<file path="src/hdl/cma_pkg.sv">
package cma_pkg;

  localparam int unsigned SampleW   = 16;
  localparam int unsigned RadiusW   = 5;
  localparam int unsigned MaxRadius = 31;
  localparam int unsigned Depth     = 64;
  localparam int unsigned PtrW      = $clog2(Depth);
  localparam int unsigned SeenW     = 6;
  localparam int unsigned SumW      = 22;
  localparam int unsigned AvgW      = 17;
  localparam int unsigned OutDataW  = ((AvgW + 7) / 8) * 8;
  localparam int unsigned DivCntW   = $clog2(SumW);

  // Result value for a position without a full window.
  localparam logic [AvgW-1:0] AvgNone = '1;

  // Commands from the controller to the datapath.
  typedef struct packed {
    logic accept;     // capture the input transfer, start the delay-line read
    logic update;     // fold the sample into the window, start the divide
    logic out_load;   // load the output register
    logic out_none;   // load the no-window marker instead of the quotient
    logic out_last;   // mark the loaded result as the last of its run
    logic flush_dec;  // count down one flush result
  } cma_cmd_t;

  // Status from the datapath to the controller.
  typedef struct packed {
    logic pre_none;   // a no-window result comes before the average
    logic do_avg;     // an average is due for this sample
    logic rest_zero;  // no flush results left
    logic rest_one;   // exactly one flush result left
    logic div_done;   // quotient ready
  } cma_status_t;

endpackage

</file>
<file path="src/hdl/centered_moving_average.sv">
// Channel     | Direction | Transfer when             | Payload
// ------------+-----------+---------------------------+-------------------------------------
// s_axis      | in        | s_axis_tvalid&tready      | tdata: sample; tlast: last_sample
// m_axis      | out       | m_axis_tvalid&tready      | tdata: average; tlast: last_of_run
// cfg         | in        | cfg_valid_i&cfg_ready_o   | cfg_data_i: window_radius
//
// One sample at a time: the sequencer reads the outgoing sample, updates the window,
// then loads each result once the output slot is free; an average waits on the
// bit-serial divider, which starts at the update, and a warm-up sample may have no result.
// A last sample then adds its flush results, one per free output slot.
// Reset leaves radius 1 and an empty stream; the delay line needs no clearing.
// A stalled output holds its result and the sequencer waits for the slot.
module centered_moving_average (
  input  logic                         clk_i,
  input  logic                         rst_ni,
  input  logic                         s_axis_tvalid,
  output logic                         s_axis_tready,
  input  logic [cma_pkg::SampleW-1:0]  s_axis_tdata,  // [15:0] sample
  input  logic                         s_axis_tlast,
  output logic                         m_axis_tvalid,
  input  logic                         m_axis_tready,
  output logic [cma_pkg::OutDataW-1:0] m_axis_tdata,  // [16:0] average, rest zero
  output logic                         m_axis_tlast,
  input  logic                         cfg_valid_i,
  output logic                         cfg_ready_o,
  input  logic [cma_pkg::RadiusW-1:0]  cfg_data_i
);
  import cma_pkg::*;

  cma_cmd_t    cmd;
  cma_status_t status;
  logic [AvgW-1:0] average;
  logic        cfg_we;

  assign cfg_ready_o = 1'b1;
  assign cfg_we      = cfg_valid_i && cfg_ready_o;

  cma_ctrl u_ctrl (
    .clk_i       (clk_i),
    .rst_ni      (rst_ni),
    .in_valid_i  (s_axis_tvalid),
    .in_ready_o  (s_axis_tready),
    .out_valid_o (m_axis_tvalid),
    .out_ready_i (m_axis_tready),
    .status_i    (status),
    .cmd_o       (cmd)
  );

  cma_dp u_dp (
    .clk_i         (clk_i),
    .rst_ni        (rst_ni),
    .cfg_we_i      (cfg_we),
    .cfg_radius_i  (cfg_data_i),
    .sample_i      (s_axis_tdata),
    .last_sample_i (s_axis_tlast),
    .cmd_i         (cmd),
    .status_o      (status),
    .average_o     (average),
    .last_of_run_o (m_axis_tlast)
  );

  assign m_axis_tdata = OutDataW'(average);

  // A result is loaded only into a free output slot.
  a_load_free: assert property (@(posedge clk_i) disable iff (!rst_ni)
    cmd.out_load |-> (!m_axis_tvalid || m_axis_tready))
    else $error("output register overwritten");

  // An average is loaded only once the divider is done.
  a_avg_done: assert property (@(posedge clk_i) disable iff (!rst_ni)
    (cmd.out_load && !cmd.out_none) |-> status.div_done)
    else $error("average loaded before divide finished");

  // An average never sets the sign bit.
  a_avg_range: assert property (@(posedge clk_i) disable iff (!rst_ni)
    (cmd.out_load && !cmd.out_none) |=> !m_axis_tdata[AvgW-1])
    else $error("average out of range");

  // One sample at a time: no second transfer right after the first.
  a_one_item: assert property (@(posedge clk_i) disable iff (!rst_ni)
    (s_axis_tvalid && s_axis_tready) |=> !s_axis_tready)
    else $error("input taken while busy");

endmodule

</file>
<file path="src/hdl/cma_ram.sv">
module cma_ram #(
  parameter int unsigned Width = 16,
  parameter int unsigned Depth = 64
) (
  input  logic                     clk_i,
  input  logic                     we_i,
  input  logic [$clog2(Depth)-1:0] waddr_i,
  input  logic [Width-1:0]         wdata_i,
  input  logic                     re_i,
  input  logic [$clog2(Depth)-1:0] raddr_i,
  output logic [Width-1:0]         rdata_o
);

  logic [Width-1:0] mem_q [Depth];
  logic [Width-1:0] rdata_q;

  // Write port and registered read port.
  always_ff @(posedge clk_i) begin
    if (we_i) begin
      mem_q[waddr_i] <= wdata_i;
    end
    if (re_i) begin
      rdata_q <= mem_q[raddr_i];
    end
  end

  assign rdata_o = rdata_q;

endmodule

</file>
<file path="src/hdl/cma_div.sv">
module cma_div (
  input  logic                      clk_i,
  input  logic                      rst_ni,
  input  logic                      start_i,
  input  logic [cma_pkg::SumW-1:0]  dividend_i,
  input  logic [cma_pkg::SeenW-1:0] divisor_i,
  output logic [cma_pkg::SumW-1:0]  quotient_o,
  output logic                      done_o
);
  import cma_pkg::*;

  logic               busy_q, busy_d;
  logic               done_q, done_d;
  logic [DivCntW-1:0] cnt_q, cnt_d;
  logic [SeenW-1:0]   rem_q, rem_d;
  logic [SumW-1:0]    quo_q, quo_d;
  logic [SeenW-1:0]   dvs_q, dvs_d;
  logic [SeenW:0]     trial;
  logic [SeenW:0]     diff;
  logic               fits;

  // One restoring step: shift in the next dividend bit, subtract if it fits.
  assign trial = {rem_q, quo_q[SumW-1]};
  assign diff  = trial - {1'b0, dvs_q};
  assign fits  = trial >= {1'b0, dvs_q};

  always_comb begin
    busy_d = busy_q;
    done_d = done_q;
    cnt_d  = cnt_q;
    rem_d  = rem_q;
    quo_d  = quo_q;
    dvs_d  = dvs_q;
    if (start_i) begin
      busy_d = 1'b1;
      done_d = 1'b0;
      cnt_d  = DivCntW'(SumW - 1);
      rem_d  = '0;
      quo_d  = dividend_i;
      dvs_d  = divisor_i;
    end else if (busy_q) begin
      rem_d = fits ? diff[SeenW-1:0] : trial[SeenW-1:0];
      quo_d = {quo_q[SumW-2:0], fits};
      cnt_d = cnt_q - DivCntW'(1);
      if (cnt_q == '0) begin
        busy_d = 1'b0;
        done_d = 1'b1;
      end
    end
  end

  // Hold control state under reset.
  always_ff @(posedge clk_i or negedge rst_ni) begin
    if (!rst_ni) begin
      busy_q <= 1'b0;
      done_q <= 1'b0;
      cnt_q  <= '0;
    end else begin
      busy_q <= busy_d;
      done_q <= done_d;
      cnt_q  <= cnt_d;
    end
  end

  always_ff @(posedge clk_i) begin
    rem_q <= rem_d;
    quo_q <= quo_d;
    dvs_q <= dvs_d;
  end

  assign quotient_o = quo_q;
  assign done_o     = done_q;

endmodule

</file>
<file path="src/hdl/cma_dp.sv">
module cma_dp (
  input  logic                        clk_i,
  input  logic                        rst_ni,
  input  logic                        cfg_we_i,
  input  logic [cma_pkg::RadiusW-1:0] cfg_radius_i,
  input  logic [cma_pkg::SampleW-1:0] sample_i,
  input  logic                        last_sample_i,
  input  cma_pkg::cma_cmd_t           cmd_i,
  output cma_pkg::cma_status_t        status_o,
  output logic [cma_pkg::AvgW-1:0]    average_o,
  output logic                        last_of_run_o
);
  import cma_pkg::*;

  logic [RadiusW-1:0] radius_q;
  logic [SampleW-1:0] sample_q;
  logic               last_q;
  logic [SumW-1:0]    sum_q, sum_d;
  logic [PtrW-1:0]    wp_q, wp_d;
  logic [SeenW-1:0]   seen_q, seen_d;
  logic [RadiusW-1:0] rest_q, rest_d;
  logic               pre_none_q, do_avg_q;
  logic [AvgW-1:0]    avg_q;
  logic               out_last_q;

  logic [SeenW-1:0]   win;
  logic [SeenW-1:0]   k_ext;
  logic               full;
  logic [SeenW-1:0]   seen_nx;
  logic [SumW-1:0]    sum_nx;
  logic               pre_none_nx;
  logic               do_avg_nx;
  logic [RadiusW-1:0] rest_nx;
  logic [SeenW-1:0]   over_k;
  logic [SampleW-1:0] old_sample;
  logic [PtrW-1:0]    old_addr;
  logic [SumW-1:0]    quotient;
  logic               div_done;

  // Window size 2k+1 and the delay-line slot that leaves the window.
  assign k_ext    = SeenW'(radius_q);
  assign win      = {radius_q, 1'b1};
  assign old_addr = wp_q - PtrW'(win);

  // Decode the step once the outgoing sample is read.
  assign full        = seen_q >= win;
  assign pre_none_nx = !full && (seen_q < k_ext);
  assign seen_nx     = full ? win : seen_q + SeenW'(1);
  assign sum_nx      = full ? sum_q - SumW'(old_sample) + SumW'(sample_q)
                            : sum_q + SumW'(sample_q);
  assign do_avg_nx   = seen_nx == win;
  assign over_k      = seen_nx - k_ext;

  always_comb begin
    rest_nx = '0;
    if (last_q) begin
      if (seen_nx >= win) begin
        rest_nx = radius_q;
      end else if (seen_nx > k_ext) begin
        rest_nx = over_k[RadiusW-1:0];
      end
    end
  end

  // Stream state: a radius write or a last sample starts a new stream.
  always_comb begin
    sum_d  = sum_q;
    wp_d   = wp_q;
    seen_d = seen_q;
    rest_d = rest_q;
    if (cfg_we_i) begin
      sum_d  = '0;
      wp_d   = '0;
      seen_d = '0;
    end else if (cmd_i.update) begin
      sum_d  = last_q ? '0 : sum_nx;
      wp_d   = last_q ? '0 : wp_q + PtrW'(1);
      seen_d = last_q ? '0 : seen_nx;
      rest_d = rest_nx;
    end else if (cmd_i.flush_dec) begin
      rest_d = rest_q - RadiusW'(1);
    end
  end

  always_ff @(posedge clk_i or negedge rst_ni) begin
    if (!rst_ni) begin
      radius_q   <= RadiusW'(1);
      sum_q      <= '0;
      wp_q       <= '0;
      seen_q     <= '0;
      rest_q     <= '0;
      pre_none_q <= 1'b0;
      do_avg_q   <= 1'b0;
    end else begin
      if (cfg_we_i) begin
        radius_q <= cfg_radius_i;
      end
      sum_q  <= sum_d;
      wp_q   <= wp_d;
      seen_q <= seen_d;
      rest_q <= rest_d;
      if (cmd_i.update) begin
        pre_none_q <= pre_none_nx;
        do_avg_q   <= do_avg_nx;
      end
    end
  end

  // Capture the input transfer and the output result.
  always_ff @(posedge clk_i) begin
    if (cmd_i.accept) begin
      sample_q <= sample_i;
      last_q   <= last_sample_i;
    end
    if (cmd_i.out_load) begin
      avg_q      <= cmd_i.out_none ? AvgNone : quotient[AvgW-1:0];
      out_last_q <= cmd_i.out_last;
    end
  end

  cma_ram #(
    .Width (SampleW),
    .Depth (Depth)
  ) u_delay (
    .clk_i   (clk_i),
    .we_i    (cmd_i.update),
    .waddr_i (wp_q),
    .wdata_i (sample_q),
    .re_i    (cmd_i.accept),
    .raddr_i (old_addr),
    .rdata_o (old_sample)
  );

  cma_div u_div (
    .clk_i      (clk_i),
    .rst_ni     (rst_ni),
    .start_i    (cmd_i.update),
    .dividend_i (sum_nx),
    .divisor_i  (win),
    .quotient_o (quotient),
    .done_o     (div_done)
  );

  assign status_o.pre_none  = pre_none_q;
  assign status_o.do_avg    = do_avg_q;
  assign status_o.rest_zero = rest_q == '0;
  assign status_o.rest_one  = rest_q == RadiusW'(1);
  assign status_o.div_done  = div_done;

  assign average_o     = avg_q;
  assign last_of_run_o = out_last_q;

endmodule

</file>
<file path="src/hdl/cma_ctrl.sv">
module cma_ctrl (
  input  logic                 clk_i,
  input  logic                 rst_ni,
  input  logic                 in_valid_i,
  output logic                 in_ready_o,
  output logic                 out_valid_o,
  input  logic                 out_ready_i,
  input  cma_pkg::cma_status_t status_i,
  output cma_pkg::cma_cmd_t    cmd_o
);
  import cma_pkg::*;

  typedef enum logic [2:0] {
    StIdle,
    StRead,
    StPre,
    StAvg,
    StFlush
  } state_e;

  state_e state_q, state_d;
  logic   out_valid_q, out_valid_d;
  logic   out_free;

  assign out_free = !out_valid_q || out_ready_i;

  // Sequence one sample: read, update, then its results in order.
  always_comb begin
    state_d = state_q;
    cmd_o   = '0;
    unique case (state_q)
      StIdle: begin
        if (in_valid_i) begin
          cmd_o.accept = 1'b1;
          state_d      = StRead;
        end
      end
      StRead: begin
        cmd_o.update = 1'b1;
        state_d      = StPre;
      end
      StPre: begin
        if (!status_i.pre_none) begin
          state_d = StAvg;
        end else if (out_free) begin
          cmd_o.out_load = 1'b1;
          cmd_o.out_none = 1'b1;
          cmd_o.out_last = !status_i.do_avg && status_i.rest_zero;
          state_d        = StAvg;
        end
      end
      StAvg: begin
        if (!status_i.do_avg) begin
          state_d = StFlush;
        end else if (status_i.div_done && out_free) begin
          cmd_o.out_load = 1'b1;
          cmd_o.out_last = status_i.rest_zero;
          state_d        = StFlush;
        end
      end
      StFlush: begin
        if (status_i.rest_zero) begin
          state_d = StIdle;
        end else if (out_free) begin
          cmd_o.out_load  = 1'b1;
          cmd_o.out_none  = 1'b1;
          cmd_o.out_last  = status_i.rest_one;
          cmd_o.flush_dec = 1'b1;
        end
      end
      default: state_d = StIdle;
    endcase
  end

  // Output register valid: set on load, drop on transfer.
  assign out_valid_d = cmd_o.out_load || (out_valid_q && !out_ready_i);

  always_ff @(posedge clk_i or negedge rst_ni) begin
    if (!rst_ni) begin
      state_q     <= StIdle;
      out_valid_q <= 1'b0;
    end else begin
      state_q     <= state_d;
      out_valid_q <= out_valid_d;
    end
  end

  assign in_ready_o  = state_q == StIdle;
  assign out_valid_o = out_valid_q;

endmodule

</file>
<file path="config.mk">
export PLATFORM = sky130hd
export DESIGN_NAME = centered_moving_average
export DESIGN_NICKNAME = d
export VERILOG_FILES = /design/src/hdl/cma_pkg.sv /design/src/hdl/centered_moving_average.sv /design/src/hdl/cma_ram.sv /design/src/hdl/cma_div.sv /design/src/hdl/cma_dp.sv /design/src/hdl/cma_ctrl.sv
export SDC_FILE = /design/constraint.sdc
export NUM_CORES = 2
export LEC_CHECK = 0
export ABC_AREA = 1
export ABC_CLOCK_PERIOD_IN_PS = 4500
export BUFFER_PORTS_ARGS = -buffer_cell sky130_fd_sc_hd__clkbuf_2
export CORE_UTILIZATION = 60
export DETAILED_ROUTE_END_ITERATION = 16
export PLACE_DENSITY = 0.73
export SETUP_SLACK_MARGIN = 0.02
export SYNTH_ARGS = -nofsm -noshare
export SYNTH_HDL_FRONTEND = slang
export SYNTH_SLANG_ARGS = --single-unit
export TNS_END_PERCENT = 20
</file>
<file path="constraint.sdc">
create_clock -name clk_i -period 4.5 [get_ports clk_i]
set_input_delay 1.125 -clock clk_i [delete_from_list [all_inputs] [get_ports clk_i]]
set_output_delay 1.125 -clock clk_i [all_outputs]
set_load 0.05 [all_outputs]
</file>
==> results.yml <==
synth:
  ys_types: 52
  synth_xor_area_frac: 0.00417
  ys_seq_elements: 1165
  synth-compound-area-share: 0.112
  muxShareOfSynthArea: 0
  synth_top_cell_by_area: "edfxtp_1"
  ys_top_cells_by_count: "edfxtp_1 (1102), nor2_1 (653), o21ai_0 (562)"
  yosysSeqAreaShare: 0.688
  syn_avg_cell_area_um2: 11.9
  async_flop_share: 0.0489
  synthAdderAreaFrac: 0.0271
  synth_edf_count: 1102
  synth_top_area_frac: 0.657
  synth_area_um2: 50400
  synth_most_common_cell: "edfxtp_1"
  synth_flop_cell: "edfxtp_1"
  yosys.area_share.simple: 0.123
  synthCells: 4224
  ys_warn_count: 0
  synth.area.top_cells: "edfxtp_1 (66%), o21ai_0 (5.6%), nor2_1 (4.9%), o221ai_1 (4.5%), nand2_1 (3.3%)"
  synth_top_family_by_area: "simple AND/OR/NAND/NOR gates"
clock_network:
  post_cts_resized: 0
  clkTransAtPathRegs_ns: 0.06
  numCtsBuffers: 114
  post_cts_buffers: 0
  h-tree-depth: 3
  clk_path_buf_depth: 3
  cts_hold_buf: 0
  cts_tree: "done"
  insertion_delay_ns: 0.70
  root_buffer: "clkbuf_16"
  cts.sinks: 1165
sta:
  hold_viol_final: 0
  tns_ns: 0
  period_needed_ns: 3.82
  fin_ws_ns: 0.680
  maxSlewViolCount: 0
  rsz0062_at_grt: "false"
  slew_headroom: 0.177
  setup_viol: 0
  finClkSkew_ns: 0.0517
  worst_slew_pin_slew_ns: 1.23
  period_share: 0.849
  fmax_ghz: 0.262
layout:
  area_growth_pct: 10.3
  multi_input_area_um2: 13500
  nFillCells: 5852
  drive_above_1_share: 0.0845
  postLayoutCoreUtil: 0.672
  diodes: 0
  final_nets: 4387
  register_area_um2: 34600
power:
  power_w: 0.0352
  irDropWorstVdd_mv: 0.594
  p_per_area_nw_per_um2: 634
  leakage_nw: 19.9
critical_path:
  cp.required_ns: 5.06
  ff2ff_path_depth: 10
  cp_data_arrival_time_ns: 4.38
  cp-end-kind: "flip-flop"
  cp-start-kind: "flip-flop"
  crit_type: "flip-flop to flip-flop"
  rrSetupSlack_ns: 0.68
  worstPathMaxFanout: 63
die:
  die_h_um: 292
  placementRows: 105
  top_level_ports: 55
  core_area_um2: 82600
  initial_core_util: 0.610
  die-width_um: 292
  dieArea_um2: 85100
global_routing:
  grt_use_total: 0.313
  overflow: 0
  grt_max_degree: 257
  grt_pass1_wl_um: 200000
  antenna_found_initial: 0
  first_global_vias: 32576
run_status:
  status: "finished, final reports clean"
routing:
  vias: 34427
  drt_iter0_drc: 4822
  firstDrtPassIters: 6
  wl_per_cell_um: 24.6
  viasPerCell: 6.35
  wirelength_um: 133000
  ant_nets: 0
  drc_errors: 0
placement:
  place.gp.congestion: 0.925
  post-dp-hpwl_um: 76600
  place_ws_ns: 0.697
  port_buffers: 46
job:
  cap_violations: 0
hold_path:
  hold_path_class: "flip-flop to flip-flop"
  hold_depth: 2
area by class of cell:
cell class	instances	share of cell area
flip-flops and latches	1165	0.623
multi-input cells	2531	0.243
clock inverters	59	0.0116
clock buffers	149	0.0550
well taps	1070	0.0241
inverters	285	0.0197
repair buffers	166	0.0228
critical path: stages (launching register included):
cell	delay, ns
dfrtp_4	0.54
inv_16	0.20
fa_4	0.81
inv_6	0.48
buf_12	0.34
o21ai_0	0.18
o221ai_1	0.28
nand3_1	0.18
nand3_1	0.23
nand3_1	0.28
nand2_1	0.15
per-layer routing:
layer,track usage,vias to the layer above,wire [µm]
met3,0.0469,283,13200
met5,0,-,0
met1,0.452,16814,52900
met2,0.483,1897,62000
li1,-,15433,-
met4,0.122,0,5140
layout by cell type (no fill, tap or decap), types with 4 or more instances in the layout:
master      instances
dfxtp_1             6
o21ai_0           562
buf_12             11
inv_2               5
nor3_1              8
o211ai_1            7
nor2_1            652
nand2_1           443
fa_1               19
o22ai_1            10
clkbuf_2           46
conb_1              8
clkinvlp_4          5
clkinv_2           16
clkbuf_1           30
o221ai_1          256
clkinv_1           20
xnor2_1             5
nand3b_1            7
nand4_1            23
xor2_1             12
or2_2               7
clkbuf_16         116
inv_1             276
nand3_1           322
a21oi_1            56
dfrtp_1            55
nand3_2            10
buf_4             109
edfxtp_1         1102
bufinv_16          11
o21ai_1            14
ha_1               77
o21a_1              4
where the power goes:
part,switching (W),total [W],internal (W)
sequential,0.000348,0.0132,0.0129
combinational,0.00915,0.0125,0.00339
clock,0.00403,0.00945,0.00542
stage by stage:
step                      hold WS [ns]  instance area (µm²)  instances
after global routing             0.474                55600       5425
after CTS                        0.453                55600       5425
after detailed placement         0.440                51900       5217
after floorplan                  0.419                50400       4230
after global placement           0.428                51900       5217
final                            0.452                55600       5425
path summary, 6_finish.rpt:
| path | startpoint | end |
|---|---|---|
| max in group asynchronous | rst_ni | u_dp.sum_q[17] |
| min in group asynchronous | rst_ni | u_dp.u_div.done_o |
| worst min register to register | u_dp.u_div.rem_q[5] | u_dp.u_div.rem_q[5] |
| worst min-delay path | u_dp.u_div.rem_q[5] | u_dp.u_div.rem_q[5] |
| worst max register to register | u_dp.wp_q[0] | u_dp.u_delay.rdata_o[7] |
| worst max-delay path | u_dp.wp_q[0] | u_dp.u_delay.rdata_o[7] |
flip-flops by register name, summed over array words and instances, names as in the netlist, 3 cells and up:
name,flops
u_dp.rest_q,5
u_dp.u_delay.rdata_o,16
u_dp.seen_q,6
u_dp.u_div.dvs_q,5
u_dp.sum_q,22
u_dp.sample_q,16
u_dp.u_div.cnt_q,5
u_dp.u_delay.mem_q,1024
u_dp.average_o,17
u_dp.u_div.rem_q,6
u_ctrl.state_q,3
u_dp.u_div.quotient_o,22
u_dp.wp_q,6
u_dp.radius_q,5
kinds of logic after synthesis:
| group | count (synthesis) |
|---|---|
| AND/OR/NAND/NOR | 1484 |
| flip-flops | 1165 |
| adder cells (fa/ha/maj) | 97 |
| XOR/XNOR | 21 |
| AO/OA/AOI/OAI | 921 |
| buffers and inverters | 534 |
| other | 2 |
Power figures use the tool's default switching activity.
